[src/rtl/b64lw_pkg.sv]
// Shared types, constants and the alphabet lookup for the line-wrapped base64 encoder.
// No dependencies.
`timescale 1ns / 1ps

package b64lw_pkg;

    localparam int unsigned QUEUE_DEPTH = 4;
    localparam int unsigned LIMIT_W     = 10;
    localparam int unsigned LINE_W      = 11;
    localparam int unsigned PADDR_W     = 3;
    localparam int unsigned PDATA_W     = 32;

    localparam logic [LIMIT_W-1:0] LIMIT_RESET = 10'd200;
    localparam logic               REG_LINE_LIMIT = 1'b0;

    localparam logic [7:0] CHAR_PAD = 8'h3D;
    localparam logic [7:0] CHAR_NL  = 8'h0A;

    typedef struct packed {
        logic [23:0] bits;
        logic [1:0]  nbytes;
        logic        last;
        logic        nl;
    } t_group;

    function automatic logic [7:0] sym(input logic [5:0] six);
        logic [7:0] wide;
        wide = {2'b00, six};
        if (six < 6'd26) begin
            return 8'h41 + wide;
        end else if (six < 6'd52) begin
            return 8'h47 + wide;
        end else if (six < 6'd62) begin
            return wide - 8'd4;
        end else if (six == 6'd62) begin
            return 8'h2B;
        end else begin
            return 8'h2F;
        end
    endfunction

endpackage

[src/rtl/b64lw_front.sv]
// Front end: gathers bytes into groups of up to three and tracks the line count.
// Depends on b64lw_pkg.
`timescale 1ns / 1ps

module b64lw_front (
    input  logic                            i_clk,
    input  logic                            i_rst_n,
    input  logic [b64lw_pkg::LIMIT_W-1:0]   i_line_limit,
    input  logic                            i_accept,
    input  logic [7:0]                      i_byte,
    input  logic                            i_last,
    output logic                            o_push,
    output b64lw_pkg::t_group               o_group
);
    import b64lw_pkg::*;

    logic [15:0]       r_held;
    logic [15:0]       n_held;
    logic [1:0]        r_fill;
    logic [1:0]        n_fill;
    logic [LINE_W-1:0] r_line;
    logic [LINE_W-1:0] n_line;
    logic [LINE_W-1:0] line_sum;
    logic              close;
    logic              wrap;
    logic [7:0]        b0;
    logic [7:0]        b1;
    logic [7:0]        b2;

    assign close    = i_accept && (i_last || r_fill == 2'd2);
    assign line_sum = r_line + LINE_W'(4);
    assign wrap     = line_sum > {1'b0, i_line_limit};

    always_comb begin
        b0 = (r_fill == 2'd0) ? i_byte : r_held[15:8];
        b1 = (r_fill == 2'd0) ? 8'h00 : ((r_fill == 2'd1) ? i_byte : r_held[7:0]);
        b2 = (r_fill == 2'd2) ? i_byte : 8'h00;

        o_push         = close;
        o_group.bits   = {b0, b1, b2};
        o_group.nbytes = r_fill + 2'd1;
        o_group.last   = i_last;
        o_group.nl     = wrap;

        n_held = r_held;
        n_fill = r_fill;
        n_line = r_line;
        if (close) begin
            n_held = 16'h0000;
            n_fill = 2'd0;
            n_line = (wrap || i_last) ? '0 : line_sum;
        end else if (i_accept) begin
            n_fill = r_fill + 2'd1;
            if (r_fill == 2'd0) begin
                n_held = {i_byte, 8'h00};
            end else begin
                n_held = {r_held[15:8], i_byte};
            end
        end
    end

    always_ff @(posedge i_clk) begin
        if (!i_rst_n) begin
            r_held <= 16'h0000;
            r_fill <= 2'd0;
            r_line <= '0;
        end else begin
            r_held <= n_held;
            r_fill <= n_fill;
            r_line <= n_line;
        end
    end

endmodule

[src/rtl/b64lw_fifo.sv]
// Short queue of closed groups between the front and back ends.
// Depends on b64lw_pkg.
`timescale 1ns / 1ps

module b64lw_fifo #(
    parameter int unsigned DEPTH = b64lw_pkg::QUEUE_DEPTH
) (
    input  logic              i_clk,
    input  logic              i_rst_n,
    input  logic              i_push,
    input  b64lw_pkg::t_group i_data,
    input  logic              i_pop,
    output b64lw_pkg::t_group o_data,
    output logic              o_full,
    output logic              o_empty
);
    import b64lw_pkg::*;

    localparam int unsigned PTR_W = (DEPTH > 1) ? $clog2(DEPTH) : 1;
    localparam int unsigned CNT_W = $clog2(DEPTH + 1);

    t_group           r_mem [DEPTH];
    logic [PTR_W-1:0] r_wr_ptr;
    logic [PTR_W-1:0] r_rd_ptr;
    logic [CNT_W-1:0] r_count;
    logic [PTR_W-1:0] n_wr_ptr;
    logic [PTR_W-1:0] n_rd_ptr;
    logic [CNT_W-1:0] n_count;

    assign o_full  = r_count == CNT_W'(DEPTH);
    assign o_empty = r_count == '0;
    assign o_data  = r_mem[r_rd_ptr];

    always_comb begin
        n_wr_ptr = r_wr_ptr;
        n_rd_ptr = r_rd_ptr;
        n_count  = r_count;
        if (i_push) begin
            n_wr_ptr = (r_wr_ptr == PTR_W'(DEPTH - 1)) ? '0 : r_wr_ptr + PTR_W'(1);
        end
        if (i_pop) begin
            n_rd_ptr = (r_rd_ptr == PTR_W'(DEPTH - 1)) ? '0 : r_rd_ptr + PTR_W'(1);
        end
        if (i_push && !i_pop) begin
            n_count = r_count + CNT_W'(1);
        end else if (i_pop && !i_push) begin
            n_count = r_count - CNT_W'(1);
        end
    end

    always_ff @(posedge i_clk) begin
        if (i_push) begin
            r_mem[r_wr_ptr] <= i_data;
        end
    end

    always_ff @(posedge i_clk) begin
        if (!i_rst_n) begin
            r_wr_ptr <= '0;
            r_rd_ptr <= '0;
            r_count  <= '0;
        end else begin
            r_wr_ptr <= n_wr_ptr;
            r_rd_ptr <= n_rd_ptr;
            r_count  <= n_count;
        end
    end

    a_no_overflow: assert property (@(posedge i_clk) disable iff (!i_rst_n)
        o_full |-> !i_push || i_pop)
        else $error("group queue written while full");

    a_no_underflow: assert property (@(posedge i_clk) disable iff (!i_rst_n)
        o_empty |-> !i_pop)
        else $error("group queue read while empty");

    a_count_range: assert property (@(posedge i_clk) disable iff (!i_rst_n)
        r_count <= CNT_W'(DEPTH))
        else $error("group queue count out of range");

endmodule

[src/rtl/b64lw_back.sv]
// Back end: group to four symbols and an optional newline, one per cycle unless stalled.
// Depends on b64lw_pkg.
`timescale 1ns / 1ps

module b64lw_back (
    input  logic              i_clk,
    input  logic              i_rst_n,
    input  logic              i_q_empty,
    input  b64lw_pkg::t_group i_q_data,
    output logic              o_q_pop,
    output logic [7:0]        o_char,
    output logic              o_last,
    output logic              o_empty,
    input  logic              i_pop
);
    import b64lw_pkg::*;

    localparam logic [2:0] IDX_C0 = 3'd0;
    localparam logic [2:0] IDX_C1 = 3'd1;
    localparam logic [2:0] IDX_C2 = 3'd2;
    localparam logic [2:0] IDX_C3 = 3'd3;
    localparam logic [2:0] IDX_NL = 3'd4;

    t_group     r_wrec;
    t_group     n_wrec;
    logic       r_wvalid;
    logic       n_wvalid;
    logic [2:0] r_idx;
    logic [2:0] n_idx;
    logic       r_out_valid;
    logic       n_out_valid;
    logic [7:0] r_char;
    logic [7:0] n_char;
    logic       r_last;
    logic       n_last;
    logic       adv;
    logic       emit;
    logic       fin;
    logic       load;
    logic [7:0] cur_char;

    assign adv  = !r_out_valid || i_pop;
    assign emit = r_wvalid && adv;
    assign fin  = (r_idx == IDX_C3 && !r_wrec.nl) || r_idx == IDX_NL;
    assign load = !i_q_empty && (!r_wvalid || (emit && fin));

    assign o_q_pop = load;
    assign o_char  = r_char;
    assign o_last  = r_last;
    assign o_empty = !r_out_valid;

    always_comb begin
        case (r_idx)
            IDX_C0:  cur_char = sym(r_wrec.bits[23:18]);
            IDX_C1:  cur_char = sym(r_wrec.bits[17:12]);
            IDX_C2:  cur_char = (r_wrec.nbytes >= 2'd2) ? sym(r_wrec.bits[11:6]) : CHAR_PAD;
            IDX_C3:  cur_char = (r_wrec.nbytes == 2'd3) ? sym(r_wrec.bits[5:0]) : CHAR_PAD;
            default: cur_char = CHAR_NL;
        endcase
    end

    always_comb begin
        n_wrec      = r_wrec;
        n_wvalid    = r_wvalid;
        n_idx       = r_idx;
        n_out_valid = r_out_valid;
        n_char      = r_char;
        n_last      = r_last;
        if (emit) begin
            n_out_valid = 1'b1;
            n_char      = cur_char;
            n_last      = r_wrec.last && fin;
            n_idx       = r_idx + 3'd1;
            if (fin) begin
                n_wvalid = 1'b0;
            end
        end else if (i_pop) begin
            n_out_valid = 1'b0;
        end
        if (load) begin
            n_wrec   = i_q_data;
            n_wvalid = 1'b1;
            n_idx    = IDX_C0;
        end
    end

    always_ff @(posedge i_clk) begin
        r_wrec <= n_wrec;
        r_char <= n_char;
        r_last <= n_last;
    end

    always_ff @(posedge i_clk) begin
        if (!i_rst_n) begin
            r_wvalid    <= 1'b0;
            r_idx       <= IDX_C0;
            r_out_valid <= 1'b0;
        end else begin
            r_wvalid    <= n_wvalid;
            r_idx       <= n_idx;
            r_out_valid <= n_out_valid;
        end
    end

    a_nl_slot: assert property (@(posedge i_clk) disable iff (!i_rst_n)
        r_wvalid && r_idx == IDX_NL |-> r_wrec.nl)
        else $error("newline slot reached on a group without newline");

    a_idx_range: assert property (@(posedge i_clk) disable iff (!i_rst_n)
        r_wvalid |-> r_idx <= IDX_NL)
        else $error("symbol index out of range");

    a_hold_result: assert property (@(posedge i_clk) disable iff (!i_rst_n)
        r_out_valid && !i_pop |=> r_out_valid && $stable(r_char) && $stable(r_last))
        else $error("waiting result dropped or changed");

endmodule

[src/rtl/base64_line_wrapped_encoder.sv]
// Top level of the line-wrapped base64 encoder: APB register, front end, group queue, back end.
// Depends on b64lw_pkg, b64lw_front, b64lw_fifo, b64lw_back.
//
//   Channel   Handshake              Payload
//   input     push / full            i_in_byte, i_in_last
//   result    empty / pop            o_out_char, o_out_last
//   config    psel/penable/pwrite    paddr, pwdata, prdata (line_limit at 0x0)
//
// A byte is taken while push is high and the group queue has room; closing a group pushes it.
// The first character of a group passes through the queue, the back end's group register and its output register.
// The back end sends one character per cycle while the output is popped: 4 or 5 per group.
// A result waits in an output register; a stalled pop fills the queue, then raises full.
// Synchronous active-low reset clears the held bytes, line count, queue and output.
`timescale 1ns / 1ps

module base64_line_wrapped_encoder #(
    parameter int unsigned QUEUE_DEPTH = b64lw_pkg::QUEUE_DEPTH
) (
    input  logic                           i_clk,
    input  logic                           i_rst_n,
    input  logic                           push,
    output logic                           full,
    input  logic [7:0]                     i_in_byte,
    input  logic                           i_in_last,
    output logic                           empty,
    input  logic                           pop,
    output logic [7:0]                     o_out_char,
    output logic                           o_out_last,
    input  logic                           psel,
    input  logic                           penable,
    input  logic                           pwrite,
    input  logic [b64lw_pkg::PADDR_W-1:0]  paddr,
    input  logic [b64lw_pkg::PDATA_W-1:0]  pwdata,
    output logic [b64lw_pkg::PDATA_W-1:0]  prdata,
    output logic                           pready
);
    import b64lw_pkg::*;

    logic [LIMIT_W-1:0] r_line_limit;
    logic               reg_wr;
    logic               accept;
    logic               grp_push;
    t_group             grp_in;
    t_group             grp_out;
    logic               q_full;
    logic               q_empty;
    logic               q_pop;

    assign pready = 1'b1;
    assign reg_wr = psel && penable && pwrite && pready && paddr[2] == REG_LINE_LIMIT;
    assign prdata = (paddr[2] == REG_LINE_LIMIT) ?
                    {{(PDATA_W - LIMIT_W){1'b0}}, r_line_limit} : '0;

    always_ff @(posedge i_clk) begin
        if (!i_rst_n) begin
            r_line_limit <= LIMIT_RESET;
        end else if (reg_wr) begin
            r_line_limit <= pwdata[LIMIT_W-1:0];
        end
    end

    assign full   = q_full;
    assign accept = push && !q_full;

    b64lw_front u_front (
        .i_clk        (i_clk),
        .i_rst_n      (i_rst_n),
        .i_line_limit (r_line_limit),
        .i_accept     (accept),
        .i_byte       (i_in_byte),
        .i_last       (i_in_last),
        .o_push       (grp_push),
        .o_group      (grp_in)
    );

    b64lw_fifo #(
        .DEPTH (QUEUE_DEPTH)
    ) u_fifo (
        .i_clk   (i_clk),
        .i_rst_n (i_rst_n),
        .i_push  (grp_push),
        .i_data  (grp_in),
        .i_pop   (q_pop),
        .o_data  (grp_out),
        .o_full  (q_full),
        .o_empty (q_empty)
    );

    b64lw_back u_back (
        .i_clk     (i_clk),
        .i_rst_n   (i_rst_n),
        .i_q_empty (q_empty),
        .i_q_data  (grp_out),
        .o_q_pop   (q_pop),
        .o_char    (o_out_char),
        .o_last    (o_out_last),
        .o_empty   (empty),
        .i_pop     (pop)
    );

endmodule

[config.mk]
export PLATFORM = sky130hd
export DESIGN_NAME = base64_line_wrapped_encoder
export DESIGN_NICKNAME = d
export VERILOG_FILES = /design/src/rtl/b64lw_pkg.sv /design/src/rtl/b64lw_front.sv /design/src/rtl/b64lw_fifo.sv /design/src/rtl/b64lw_back.sv /design/src/rtl/base64_line_wrapped_encoder.sv
export SDC_FILE = /design/constraint.sdc
export NUM_CORES = 1
export LEC_CHECK = 0
export BUFFER_PORTS_ARGS = -buffer_cell sky130_fd_sc_hd__buf_2
export CORE_ASPECT_RATIO = 1.25
export CORE_MARGIN = 4
export CORE_UTILIZATION = 55
export DETAILED_ROUTE_END_ITERATION = 12
export PLACE_DENSITY = 0.75
export SYNTH_ARGS = -nofsm -noshare
export SYNTH_HDL_FRONTEND = slang
export SYNTH_SLANG_ARGS = --single-unit
[constraint.sdc]
create_clock -name i_clk -period 9.8 [get_ports i_clk]
set_input_delay 0.49 -clock i_clk [delete_from_list [all_inputs] [get_ports i_clk]]
set_output_delay 0.49 -clock i_clk [all_outputs]
set_load 0.01 [all_outputs]
==> summary.txt <==
Layout
  • Fillers: approximately 1,300
  • Most frequent cells in the layout: edfxtp_1, nand2_1, dfxtp_1, buf_2
  • Area grow syn2layout: 9.584%
  • Commonest non-fill, non-tap cell in the layout: edfxtp_1
  • Final net count: 937
  • Cell area after layout: approximately 11,000 µm²
  • Layout cells sized above 1: 0.1571
  • # diodes: 0

Drt
  • Vias/cell: slightly below 6
  • Via count: roughly 6,300
  • Antenna viol nets, final: 0
  • DRC violations left: 0
  • DR WL/cell: around 18 µm
  • Router iterations before antenna repair: 5
  • 1st-iter DRT viols: between 400 and 500
  • Final WL: a little under 20 mm

Synth
  • Sequential area share after synthesis: 0.5506
  • Post-Synth XOR/XNOR Area: 0.01680
  • Post-synthesis compound-gate area fraction: 0.1101
  • Post-Synth Adder-Cell Area: 0.05885
  • #FFs+latches synth: between 150 and 200
  • Multiplexer share of the synthesized area: 0.08890
  • Syn Inst Count: 815
  • Number of synthesized flops with an enable pin: between 100 and 150
  • Mapped cell area: about 9900 µm²
  • Number of synthesis warnings: 0
  • Post-synthesis simple-gate area fraction: 0.1196
  • Average size of a mapped cell: approximately 12 µm²
  • Asr flop ratio synth: 0
  • Main combinational cell family by area after synthesis: simple AND/OR/NAND/NOR gates
  • Prevailing post-synth register cell: edfxtp_1
  • Post-synth cell types: 79

Power and ir drop
  • Comb power frac: 0.313
  • PwrDens: about 280 nW/µm²
  • Max VDD drop: ~0.14 mV
  • Sw frac: 0.3349
  • Static leakage: approximately 4 nW
  • Int Power: roughly 2.0 mW
  • Power share of the clock group: 0.262
  • Psw: roughly 1.0 mW
  • Seq pwr share: 0.426

Timing
  • Fmax: ~0.30 GHz
  • Part of the cycle the worst path needs: 0.3398
  • Hold Vio Cnt, Final: 0
  • RSZ-0062 raised after global routing: no
  • Worst clock skew: between 0.01 and 0.015 ns
  • Slew margin rel.: 0.2671
  • Setup TNS: 0 ns
  • Setup Viol. Count Final: 0
  • Tightest Pin Transition: around 1.1 ns
  • WHS: about 0.28 ns
  • Fin. max-slew vios: 0
  • Tmin final: ~3.3 ns

Clock network
  • CTS resizes: 0
  • CTS buffer count: 17
  • Post-CTS Setup Bufs: 0
  • Insertion delay to the later sink of the worst-skew pair: around 0.43 ns
  • TritonCTS sink count: between 150 and 200
  • CTS clk-pin slew, worst paths: 0.07 ns
  • H-tree lvl count: 4
  • Deepest clock path buffer count: 2
  • Hold buffer count at cts: 0
  • Clock root cell: clkbuf_16
  • CTS tree: built

Worst setup path
  • Worst setup EP type: register
  • Setup CP Type: reg2reg
  • Crit Path Max Fanout: 32
  • CP Launch Type: register
  • Arr. time, crit path: 3.69 ns
  • CP required: between 10 and 15 ns

Floorplanning
  • Starting Density: 0.5640
  • # IOs: 95
  • Die area: ~20,000 µm²
  • Die W: around 130 µm
  • Die Ht: about 160 µm
  • Site Rows: between 50 and 60
  • Floorplan Core Area: between 15,000 and 20,000 µm²

Global routing
  • Global Route Usage Sum: 0.1973
  • Vias in the first global route: about 6,200
  • First-pass GRT wire length: approximately 31 mm
  • GRT overflow: 0
  • Initial antenna violation count: 0
  • Largest net degree at the start of global routing: 34

Placed design
  • Final GP Congestion: 0.9002
  • # port buffers: 47
  • Post-Place Cell Area: between 10,000 and 15,000 µm²
  • HPWL after detailed placement: about 13 mm

Hold path
  • Hold Path Class: in2reg

Flow run
  • Max cap viols: 0

Run status
  • Status: finished, final reports clean
==> final cells by class <==
type                    count  area [µm²]  area share
flip-flops and latches    198        5456      0.5025
repair buffers             51       265.3     0.02443
well taps                 224       280.3     0.02581
multi-input cells         527        4003      0.3686
clock inverters            14       255.2     0.02351
clock buffers              18       429.2     0.03953
inverters                  45       168.9     0.01556
==> cell families (layout without fill, tap and decap cells) <==
logic type | count (synthesis) | after routing
adders and majority gates | 46 | 46
other | 2 | 23
buffers and inverters | 111 | 128
muxes | 52 | 52
and+or+nand+nor | 231 | 231
xor gates and xnor gates | 19 | 19
DFF | 198 | 198
AOI/OAI and AO/OA | 156 | 156
==> Yosys cell counts (3+ instances only) <==
master / number / share of area
inv_1: 45 / 0.017
or3_1: 5 / 0.0032
o211ai_1: 13 / 0.0098
nor2_1: 37 / 0.014
a31oi_1: 4 / 0.0025
o21a_1: 3 / 0.0023
and3_1: 4 / 0.0025
mux2_2: 8 / 0.0091
o21ai_0: 18 / 0.0091
nand2b_1: 5 / 0.0032
nand3b_1: 11 / 0.0083
xor2_1: 5 / 0.0044
nor4_1: 4 / 0.0025
a21oi_1: 36 / 0.018
a21boi_0: 13 / 0.0098
a41oi_1: 3 / 0.0027
nand2_1: 74 / 0.028
o31ai_1: 5 / 0.0038
dfxtp_1: 49 / 0.099
buf_1: 3 / 0.0011
nand4_1: 4 / 0.0025
a21o_1: 7 / 0.0053
and2_1: 18 / 0.011
o21ai_1: 5 / 0.0025
a32o_1: 3 / 0.0030
clkbuf_1: 20 / 0.0076
nor3_1: 10 / 0.0051
xnor2_1: 14 / 0.012
ha_1: 45 / 0.057
buf_2: 17 / 0.0086
nor2b_1: 12 / 0.0076
buf_4: 25 / 0.019
nand3_1: 27 / 0.014
a211oi_1: 10 / 0.0076
mux2i_1: 16 / 0.016
edfxtp_1: 149 / 0.45
o211ai_2: 3 / 0.0038
mux4_2: 28 / 0.064
==> through the flow <==
stage	setup slack, ns	std cells	util	power [mW]
after CTS	6.415	1077	0.6181	3.066
after detailed placement	6.486	1045	0.5791	2.261
final	6.470	1077	0.6181	3.056
after global placement	6.582	1045	0.5791	2.235
after floorplan	6.672	836	-	2.043
after global routing	6.233	1077	0.6181	3.229
==> final timing paths <==
| check | from | endpoint | slack (ns) | depth (start not counted) |
|---|---|---|---|---|
| worst max-delay path | u_back.r_idx[0] | u_fifo.r_count[2] | 6.47 | 12 |
| worst min-delay path | pwdata[7] | r_line_limit[7] | 0.28 | 3 |
| worst max register to register | u_back.r_idx[0] | u_fifo.r_count[2] | 6.47 | 12 |
| worst min register to register | u_front.r_held[1] | u_front.r_held[1] | 0.45 | 2 |
==> routing by layer <==
layer / share of wire / global-route usage / vias up
met2: 0.52 / 0.3410 / 157
met1: 0.41 / 0.2401 / 3041
met5: 0 / 0 / -
met4: 0.034 / 0.09454 / 0
li1: - / - / 3021
met3: 0.035 / 0.03442 / 39
==> worst max-delay path: stages (launching register included) <==
cell      delay [ns]
dfxtp_1         0.40
ha_1            0.19
ha_1            0.33
nor2b_1         0.22
o21ai_1         0.15
a21oi_4         0.80
inv_1           0.14
ha_1            0.25
inv_1           0.07
fa_1            0.17
xor2_1          0.08
or3_1           0.30
a21boi_0        0.16
==> power groups by stage <==
stage	Sequential, mW	Clock, mW	Combinational [mW]
after floorplan	1.19	0	0.848
after global placement	1.31	0	0.927
after detailed placement	1.31	0	0.946
after CTS	1.30	0.811	0.956
after global routing	1.33	0.842	1.06
final	1.30	0.800	0.956
==> flip-flops by register name, summed over array words and instances (netlist names), 3 cells and up <==
signal,count
r_line_limit,10
u_back.o_char,8
u_back.r_idx,3
u_back.r_wrec,28
u_fifo.r_count,3
u_fifo.r_mem,112
u_front.r_held,16
u_front.r_line,9
(Power assumes the default switching activity.)
